**config.mk**
```make
export PLATFORM = sky130hd
export DESIGN_NAME = http_request_header_parser
export DESIGN_NICKNAME = d
export VERILOG_FILES = /design/src/rtl/hrp_pkg.sv /design/src/rtl/http_request_header_parser.sv /design/src/rtl/hrp_step.sv
export SDC_FILE = /design/constraint.sdc
export NUM_CORES = 1
export LEC_CHECK = 0
export BUFFER_PORTS_ARGS = -buffer_cell sky130_fd_sc_hd__buf_2
export CORE_ASPECT_RATIO = 0.9
export CORE_UTILIZATION = 48
export CTS_CLUSTER_SIZE = 16
export DETAILED_ROUTE_END_ITERATION = 10
export MAX_ROUTING_LAYER = met4
export PLACE_DENSITY = 0.65
export SYNTH_ARGS = -nofsm -noshare
export SYNTH_HDL_FRONTEND = slang
export SYNTH_SLANG_ARGS = --single-unit
```
**constraint.sdc**
```tcl
create_clock -name clk_i -period 5.95 [get_ports clk_i]
set_input_delay 0.2975 -clock clk_i [delete_from_list [all_inputs] [get_ports clk_i]]
set_output_delay 0.2975 -clock clk_i [all_outputs]
set_load 0.02 [all_outputs]
```
**src/rtl/hrp_pkg.sv**
```systemverilog
// Shared types, state codes and byte-class helpers for the HTTP request parser.
// Used by hrp_step and by the http_request_header_parser top level.
// No dependencies.
package hrp_pkg;

  // Parser states, one-hot
  typedef enum logic [19:0] {
    ST_METHOD_START = 20'h00001,
    ST_METHOD       = 20'h00002,
    ST_URI          = 20'h00004,
    ST_VER_H        = 20'h00008,
    ST_VER_T1       = 20'h00010,
    ST_VER_T2       = 20'h00020,
    ST_VER_P        = 20'h00040,
    ST_VER_SLASH    = 20'h00080,
    ST_MAJ_FIRST    = 20'h00100,
    ST_MAJ_MORE     = 20'h00200,
    ST_MIN_FIRST    = 20'h00400,
    ST_MIN_MORE     = 20'h00800,
    ST_LF_REQLINE   = 20'h01000,
    ST_LINE_BEGIN   = 20'h02000,
    ST_FOLD         = 20'h04000,
    ST_NAME         = 20'h08000,
    ST_GAP          = 20'h10000,
    ST_VALUE        = 20'h20000,
    ST_LF_HEADER    = 20'h40000,
    ST_LF_FINAL     = 20'h80000
  } state_e;

  // Per-byte status
  typedef enum logic [1:0] {
    STATUS_MORE = 2'd0,
    STATUS_DONE = 2'd1,
    STATUS_BAD  = 2'd2
  } status_e;

  // Which part of the request a byte belongs to
  typedef enum logic [2:0] {
    PART_DELIM  = 3'd0,
    PART_METHOD = 3'd1,
    PART_URI    = 3'd2,
    PART_NAME   = 3'd3,
    PART_VALUE  = 3'd4
  } part_e;

  // Byte values the parser looks for
  localparam logic [7:0] ChSp    = 8'h20;
  localparam logic [7:0] ChTab   = 8'h09;
  localparam logic [7:0] ChCr    = 8'h0D;
  localparam logic [7:0] ChLf    = 8'h0A;
  localparam logic [7:0] ChColon = 8'h3A;
  localparam logic [7:0] ChDot   = 8'h2E;
  localparam logic [7:0] ChSlash = 8'h2F;
  localparam logic [7:0] ChH     = 8'h48;
  localparam logic [7:0] ChT     = 8'h54;
  localparam logic [7:0] ChP     = 8'h50;
  localparam logic [7:0] ChDel   = 8'h7F;
  localparam logic [7:0] CtlMax  = 8'h1F;
  localparam logic [15:0] VerSat = 16'hFFFF;

  // Architectural parser state
  typedef struct packed {
    state_e      state;
    logic        header_seen;
    logic [15:0] major;
    logic [15:0] minor;
  } parse_t;

  localparam parse_t ParseReset = '{
    state:       ST_METHOD_START,
    header_seen: 1'b0,
    major:       16'd0,
    minor:       16'd0
  };

  // One result word
  typedef struct packed {
    status_e     status;
    part_e       part;
    logic        new_header;
    logic [7:0]  byte_echo;
    logic [15:0] major;
    logic [15:0] minor;
  } result_t;

  function automatic logic is_ctl(input logic [7:0] b);
    return (b <= CtlMax) || (b == ChDel);
  endfunction

  function automatic logic is_sep(input logic [7:0] b);
    logic sep;
    case (b) inside
      8'h28, 8'h29, 8'h3C, 8'h3E, 8'h40, 8'h2C, 8'h3B, 8'h3A, 8'h5C, 8'h22,
      8'h2F, 8'h5B, 8'h5D, 8'h3F, 8'h3D, 8'h7B, 8'h7D, 8'h20, 8'h09: sep = 1'b1;
      default: sep = 1'b0;
    endcase
    return sep;
  endfunction

  function automatic logic is_token(input logic [7:0] b);
    return !b[7] && !is_ctl(b) && !is_sep(b);
  endfunction

  function automatic logic is_dec_char(input logic [7:0] b);
    return (b >= 8'h30) && (b <= 8'h39);
  endfunction

  // acc * 10 + digit, saturating; only used on digit bytes
  function automatic logic [15:0] acc_digit(input logic [15:0] acc, input logic [7:0] b);
    logic [19:0] v;
    v = {1'b0, acc, 3'b000} + {3'b000, acc, 1'b0} + {16'd0, b[3:0]};
    return (v > {4'd0, VerSat}) ? VerSat : v[15:0];
  endfunction

endpackage

```
**src/rtl/http_request_header_parser.sv**
```systemverilog
// HTTP/1.x request header parser, one byte per word, with output skid buffer.
// Depends on hrp_pkg and hrp_step.
//
//   channel | direction | handshake            | payload
//   in      | input     | in_valid_i/in_ready_o | data_byte_i, restart_i
//   out     | output    | out_valid_o/out_ready_i | status_o, part_o, new_header_o,
//           |           |                      | byte_echo_o, version_major_o/minor_o
//
// Throughput is one word per cycle while the skid entry is empty; results are registered.
// The parser state register closes the only loop, through one step of logic.
// A two-entry output (result register plus skid register) keeps in_ready_o a
// registered signal; input stalls only when both entries are full.
// Reset (rst_ni low, asynchronous) returns the parser to method start.
module http_request_header_parser (
  input  logic        clk_i,
  input  logic        rst_ni,
  input  logic        in_valid_i,
  output logic        in_ready_o,
  input  logic [7:0]  data_byte_i,
  input  logic        restart_i,
  output logic        out_valid_o,
  input  logic        out_ready_i,
  output logic [1:0]  status_o,
  output logic [2:0]  part_o,
  output logic        new_header_o,
  output logic [7:0]  byte_echo_o,
  output logic [15:0] version_major_o,
  output logic [15:0] version_minor_o
);
  import hrp_pkg::*;

  parse_t  parse_q, parse_d;
  parse_t  step_nxt;
  result_t step_res;
  result_t out_q, out_d;
  result_t skid_q, skid_d;
  logic    out_valid_q, out_valid_d;
  logic    skid_valid_q, skid_valid_d;
  logic    in_fire;
  logic    out_fire;

  assign in_ready_o = !skid_valid_q;
  assign in_fire    = in_valid_i && in_ready_o;
  assign out_fire   = out_valid_q && out_ready_i;

  hrp_step u_step (
    .cur_i    (parse_q),
    .data_i   (data_byte_i),
    .restart_i(restart_i),
    .nxt_o    (step_nxt),
    .res_o    (step_res)
  );

  // Advance parser state on each accepted word
  assign parse_d = in_fire ? step_nxt : parse_q;

  // Steer results into the result or skid register
  always_comb begin
    out_d        = out_q;
    skid_d       = skid_q;
    out_valid_d  = out_valid_q;
    skid_valid_d = skid_valid_q;
    if (!out_valid_q || out_fire) begin
      if (skid_valid_q) begin
        out_d        = skid_q;
        out_valid_d  = 1'b1;
        skid_valid_d = 1'b0;
      end else begin
        out_d       = step_res;
        out_valid_d = in_fire;
      end
    end else if (in_fire) begin
      skid_d       = step_res;
      skid_valid_d = 1'b1;
    end
  end

  // Control registers
  always_ff @(posedge clk_i or negedge rst_ni) begin
    if (!rst_ni) begin
      parse_q      <= ParseReset;
      out_valid_q  <= 1'b0;
      skid_valid_q <= 1'b0;
    end else begin
      parse_q      <= parse_d;
      out_valid_q  <= out_valid_d;
      skid_valid_q <= skid_valid_d;
    end
  end

  // Payload registers
  always_ff @(posedge clk_i) begin
    out_q  <= out_d;
    skid_q <= skid_d;
  end

  assign out_valid_o     = out_valid_q;
  assign status_o        = out_q.status;
  assign part_o          = out_q.part;
  assign new_header_o    = out_q.new_header;
  assign byte_echo_o     = out_q.byte_echo;
  assign version_major_o = out_q.major;
  assign version_minor_o = out_q.minor;

  // Skid entry is only ever filled behind a waiting result
  a_skid_behind_out: assert property (@(posedge clk_i) disable iff (!rst_ni)
    skid_valid_q |-> out_valid_q)
    else $error("skid entry valid while result register empty");

  // A syntax error without restart leaves the parser state untouched
  a_err_holds: assert property (@(posedge clk_i) disable iff (!rst_ni)
    (in_fire && !restart_i && (step_res.status == STATUS_BAD)) |=>
      (parse_q == $past(parse_q)))
    else $error("parser state changed on a syntax error");

  // Completion is only reported from the final line feed state
  a_done_final: assert property (@(posedge clk_i) disable iff (!rst_ni)
    (in_fire && (step_res.status == STATUS_DONE)) |=> (parse_q.state == ST_LF_FINAL))
    else $error("request complete outside final state");

  // A new header flag goes with a header name byte
  a_new_hdr_name: assert property (@(posedge clk_i) disable iff (!rst_ni)
    (out_valid_q && out_q.new_header) |-> (out_q.part == PART_NAME))
    else $error("new header flag on a non-name byte");

endmodule

```
**src/rtl/hrp_step.sv**
```systemverilog
// One parser step: next state and result word for one request byte.
// Pure combinational; depends on hrp_pkg.
module hrp_step (
  input  hrp_pkg::parse_t  cur_i,
  input  logic [7:0]       data_i,
  input  logic             restart_i,
  output hrp_pkg::parse_t  nxt_o,
  output hrp_pkg::result_t res_o
);
  import hrp_pkg::*;

  parse_t      eff;
  parse_t      nxt;
  status_e     status;
  part_e       part;
  logic        fresh;
  logic        tok;
  logic        ctl;
  logic        dig;
  logic        blank;
  logic [15:0] maj_next;
  logic [15:0] min_next;

  // Classify the byte and precompute the version digit updates
  assign eff      = restart_i ? ParseReset : cur_i;
  assign tok      = is_token(data_i);
  assign ctl      = is_ctl(data_i);
  assign dig      = is_dec_char(data_i);
  assign blank    = (data_i == ChSp) || (data_i == ChTab);
  assign maj_next = acc_digit(eff.major, data_i);
  assign min_next = acc_digit(eff.minor, data_i);

  // Advance the state machine
  always_comb begin
    nxt    = eff;
    status = STATUS_MORE;
    part   = PART_DELIM;
    fresh  = 1'b0;
    unique case (eff.state)
      ST_METHOD_START: begin
        if (tok) begin
          nxt.state = ST_METHOD;
          part      = PART_METHOD;
        end else status = STATUS_BAD;
      end
      ST_METHOD: begin
        if (data_i == ChSp) nxt.state = ST_URI;
        else if (tok) part = PART_METHOD;
        else status = STATUS_BAD;
      end
      ST_URI: begin
        if (data_i == ChSp) nxt.state = ST_VER_H;
        else if (ctl) status = STATUS_BAD;
        else part = PART_URI;
      end
      ST_VER_H: begin
        if (data_i == ChH) nxt.state = ST_VER_T1;
        else status = STATUS_BAD;
      end
      ST_VER_T1: begin
        if (data_i == ChT) nxt.state = ST_VER_T2;
        else status = STATUS_BAD;
      end
      ST_VER_T2: begin
        if (data_i == ChT) nxt.state = ST_VER_P;
        else status = STATUS_BAD;
      end
      ST_VER_P: begin
        if (data_i == ChP) nxt.state = ST_VER_SLASH;
        else status = STATUS_BAD;
      end
      ST_VER_SLASH: begin
        if (data_i == ChSlash) begin
          nxt.major = 16'd0;
          nxt.minor = 16'd0;
          nxt.state = ST_MAJ_FIRST;
        end else status = STATUS_BAD;
      end
      ST_MAJ_FIRST: begin
        if (dig) begin
          nxt.major = maj_next;
          nxt.state = ST_MAJ_MORE;
        end else status = STATUS_BAD;
      end
      ST_MAJ_MORE: begin
        if (data_i == ChDot) nxt.state = ST_MIN_FIRST;
        else if (dig) nxt.major = maj_next;
        else status = STATUS_BAD;
      end
      ST_MIN_FIRST: begin
        if (dig) begin
          nxt.minor = min_next;
          nxt.state = ST_MIN_MORE;
        end else status = STATUS_BAD;
      end
      ST_MIN_MORE: begin
        if (data_i == ChCr) nxt.state = ST_LF_REQLINE;
        else if (dig) nxt.minor = min_next;
        else status = STATUS_BAD;
      end
      ST_LF_REQLINE: begin
        if (data_i == ChLf) nxt.state = ST_LINE_BEGIN;
        else status = STATUS_BAD;
      end
      ST_LINE_BEGIN: begin
        if (data_i == ChCr) nxt.state = ST_LF_FINAL;
        else if (eff.header_seen && blank) nxt.state = ST_FOLD;
        else if (tok) begin
          nxt.header_seen = 1'b1;
          nxt.state       = ST_NAME;
          fresh           = 1'b1;
          part            = PART_NAME;
        end else status = STATUS_BAD;
      end
      ST_FOLD: begin
        if (data_i == ChCr) nxt.state = ST_LF_HEADER;
        else if (blank) nxt.state = ST_FOLD;
        else if (ctl) status = STATUS_BAD;
        else begin
          nxt.state = ST_VALUE;
          part      = PART_VALUE;
        end
      end
      ST_NAME: begin
        if (data_i == ChColon) nxt.state = ST_GAP;
        else if (tok) part = PART_NAME;
        else status = STATUS_BAD;
      end
      ST_GAP: begin
        if (data_i == ChSp) nxt.state = ST_VALUE;
        else status = STATUS_BAD;
      end
      ST_VALUE: begin
        if (data_i == ChCr) nxt.state = ST_LF_HEADER;
        else if (ctl) status = STATUS_BAD;
        else part = PART_VALUE;
      end
      ST_LF_HEADER: begin
        if (data_i == ChLf) nxt.state = ST_LINE_BEGIN;
        else status = STATUS_BAD;
      end
      ST_LF_FINAL: begin
        if (data_i == ChLf) status = STATUS_DONE;
        else status = STATUS_BAD;
      end
      default: status = STATUS_BAD;
    endcase

    // Hold state and drop the tag on a syntax error
    if (status == STATUS_BAD) begin
      nxt   = eff;
      part  = PART_DELIM;
      fresh = 1'b0;
    end
  end

  assign nxt_o = nxt;
  assign res_o = '{
    status:     status,
    part:       part,
    new_header: fresh,
    byte_echo:  data_i,
    major:      nxt.major,
    minor:      nxt.minor
  };

endmodule
```
==> flow_summary.json <==
{
  "cts_max_level": 4,
  "syn_inst": 997,
  "post_drt_wl_per_cell_um": 20.8,
  "p_leak_nw": 4.76,
  "cts-resized-gates": 0,
  "drtIter0Drc": 856,
  "start_util_pct": 49.0,
  "report.final.slew_viol_count": 0,
  "netSwitchingFraction_pct": 30.1,
  "crit_chain": "nor2b_1 > ha_1 > ha_1 > fa_1 > a21oi_2 > o22ai_1 > o41a_1 > a31o_1 > a22o_1 > or4_1 > or4_1 > a22o_1 > mux2_4",
  "numCtsBuffers": 17,
  "dr.pass1.iters": 10,
  "violations": "DRC",
  "rrSetupSlack_ps": 1040,
  "met1_usage_pct": 39.8,
  "grtUsageMet2_pct": 38.3,
  "path_max_fanout": 18,
  "synth.area.top_cells": "edfxtp_1 28%, dfrtp_1 14%, ha_1 7.9%",
  "io_buffers": 60,
  "rr_worst_depth": 13,
  "diodes": 0,
  "max_freq_mhz": 204,
  "die_y_um": 137,
  "cts_tree": "yes",
  "synth_area_um2": 9780,
  "power.internal_w": 0.00191,
  "power.net_switching_w": 0.000820,
  "antenna_found_initial": 0,
  "remaining_drc_errors": 2,
  "slew_headroom_pct": 31.6,
  "seqPwrFrac_pct": 43.2,
  "syn2layout_area_growth_pct": 11.2,
  "synth.distinct_cells": 84,
  "grt_pass1_vias": 7664,
  "yosysTopAreaCell": "edfxtp_1",
  "coreArea_um2": 20000,
  "synth_edf_count": 92,
  "vdd_drop_max_uv": 184,
  "routed_via_density": 6.41,
  "setup_viol": 0,
  "rr_endpoint": "version_major_o[15]",
  "cts.reportedPaths.clkPinSlew_ps": 70,
  "seq_area_frac_synth_pct": 42.3,
  "cp_slowest_cell": "or4_1",
  "arrival_ps": 5100,
  "criticalPathCategory": "reg2reg",
  "avgSynthCellArea_um2": 9.81,
  "cp_data_required_time_ps": 6140,
  "min_period_ps": 4910,
  "dieArea_um2": 21000,
  "grt_start_max_net_pins": 56,
  "yosys_register_bits": 147,
  "min_path_type": "in2async",
  "power.density_nw_per_um2": 251,
  "cts-root-buf": "clkbuf_16",
  "period_share_pct": 82.5,
  "nets": 1109,
  "ios": 61,
  "via_count": 8331,
  "clkPwrFrac_pct": 41.2,
  "postCtsSetupBuffers": 0,
  "worstReg2RegStart": "parse_q[17]",
  "worstSetupEndpointType": "flop",
  "ant_nets": 0,
  "drt_wl_total_um": 27000,
  "yosys_warnings": 0,
  "grt_pass1_wl_um": 42700,
  "fin_area_um2": 10900,
  "grt_usage_pct": 27.3,
  "comb_power_share_pct": 15.6,
  "insertion_delay_ps": 440,
  "tightest_slew_ps": 1020,
  "postCtsHoldBufs": 0,
  "critPathBufInv": 0,
  "use_met3_pct": 5.54,
  "status": "finished with violations",
  "grt-ovfl-total": 0,
  "ys_async_sr_fraction_pct": 37.4,
  "busiest_layer": "met1",
  "netlist.area_leader.share_pct": 28.2,
  "dp_hpwl_um": 19000,
  "ys.flop_type": "edfxtp_1",
  "die_w_um": 152,
  "hold_violations": 0,
  "critical-path-max-stage-delay_ps": 810,
  "fillers": 1804,
  "worstSetupStartpointType": "flop",
  "setup_tns_ps": 0,
  "rows": 49,
  "layout-drive-gt1-share_pct": 14.4,
  "clock_path_buffers": 2,
  "path_delay_family": "simple AND/OR/NAND/NOR gates",
  "rsz0062_at_grt": "no",
  "syn-num-nets": 1074,
  "cts_sinks": 147,
  "maxCapViolations": 0,
  "clock_skew_ps": 10.9,
  "dpl_cell_area_um2": 10300,
  "gp_congestion": 0.947,
  "p_total_w": 0.00273
}
cell usage after synthesis, drive strengths merged, types with 8 or more instances:
library cell	number
clkbuf	37
mux2	22
nand2	82
a211oi	10
buf	23
xnor2	18
a22o	8
nor2b	43
nor4	22
o2bb2ai	27
nand4	18
o21a	8
a21oi	33
nand2b	16
or4	8
o21ai	49
inv	15
a21o	21
nor3	38
o2111ai	9
a221o	14
a31oi	20
nor2	87
nand3	23
dfrtp	54
ha	62
xor2	12
and2	10
edfxtp	92
worst max path at each step:
| stage | start | endpoint | depth (start not counted) |
|---|---|---|---|
| 2_1_floorplan | restart_i | version_major_o[15] | 17 |
| 5_1_grt | parse_q[17] | version_major_o[15] | 13 |
| 4_1_cts | parse_q[17] | version_major_o[15] | 13 |
| 3_5_place_dp | restart_i | version_major_o[15] | 14 |
| 3_3_place_gp | restart_i | version_major_o[15] | 14 |
| 6_report | parse_q[17] | version_major_o[15] | 13 |
worst register-to-register path, stage by stage (launching register included):
cell,delay [ps]
dfrtp_1,340
nor2b_1,350
ha_1,310
ha_1,220
fa_1,470
a21oi_2,180
o22ai_1,130
o41a_1,390
a31o_1,280
a22o_1,180
or4_1,810
or4_1,540
a22o_1,230
mux2_4,250
state kept, by name (all words and copies together) (netlist names):
| register | count |
|---|---|
| status_o | 2 |
| version_minor_o | 16 |
| part_o | 3 |
| skid_valid_q | 1 |
| out_valid_o | 1 |
| version_major_o | 16 |
| parse_q | 53 |
| new_header_o | 1 |
| byte_echo_o | 8 |
| skid_q | 46 |
layer usage:
layer	vias to the layer above	share of wire [%]
li1	3901	-
met1	4030	49
met2	355	41
met3	45	7.6
met4	0	1.7
met5	-	0
placed cells by master, fill, tap and decap left out, types with 6 or more instances in the layout:
cell type / count
nand4_1: 18
and2_1: 10
a21oi_1: 32
a21o_1: 21
inv_1: 14
o2111ai_1: 9
or4_1: 8
a22o_1: 8
a221o_1: 14
buf_4: 16
o21bai_1: 6
o21ai_0: 48
o211ai_1: 7
o21a_1: 8
nor2_1: 86
buf_2: 60
nand2_1: 82
nor3_1: 36
clkbuf_16: 17
and3_1: 6
o2bb2ai_1: 27
nand3_1: 22
o31ai_1: 7
nand2b_1: 15
a31oi_1: 20
nor4_1: 20
xnor2_1: 18
nor3b_1: 6
nor2b_1: 42
dfrtp_1: 54
xor2_1: 12
a211oi_1: 10
ha_1: 62
edfxtp_1: 92
mux2_2: 21
cells by family after synthesis:
logic type | Yosys count | synth area share (%)
buf+inv | 76 | 3.20
fa+ha+maj | 64 | 8.34
flops | 147 | 42.3
xor+xnor | 30 | 2.69
compound gates | 272 | 20.3
mux | 24 | 2.77
simple gates | 384 | 20.4
power by group through the flow:
stage / logic (W) / registers [W] / clock network, W
2_1_floorplan: 0.000239 / 0.00124 / 0
5_1_grt: 0.000457 / 0.00118 / 0.00118
3_3_place_gp: 0.000420 / 0.00120 / 0
3_5_place_dp: 0.000420 / 0.00120 / 0
4_1_cts: 0.000421 / 0.00118 / 0.00114
6_report: 0.000427 / 0.00118 / 0.00112
layout make-up:
cell class | count | area, um^2 | share of cell area [%]
Sequential cell | 147 | 4140 | 38.0
Timing Repair Buffer | 76 | 420 | 3.86
Clock buffer | 18 | 429 | 3.94
Inverter | 16 | 60.1 | 0.552
Multi-Input combinational cell | 774 | 5350 | 49.1
Clock inverter | 14 | 169 | 1.55
Tap cell | 255 | 319 | 2.93
stage by stage:
| stage | setup slack (ps) | hold slack (ps) | instances | utilization, % |
|---|---|---|---|---|
| 5_1_grt | 818 | 102 | 1300 | 54.5 |
| 3_3_place_gp | 1030 | 468 | 1268 | 51.5 |
| 3_5_place_dp | 929 | 472 | 1268 | 51.5 |
| 4_1_cts | 1040 | 65.6 | 1300 | 54.5 |
| 6_report | 1040 | 46.6 | 1300 | 54.5 |
| 2_1_floorplan | 822 | 1.91 | 997 | - |
Power figures use the tool's default switching activity.
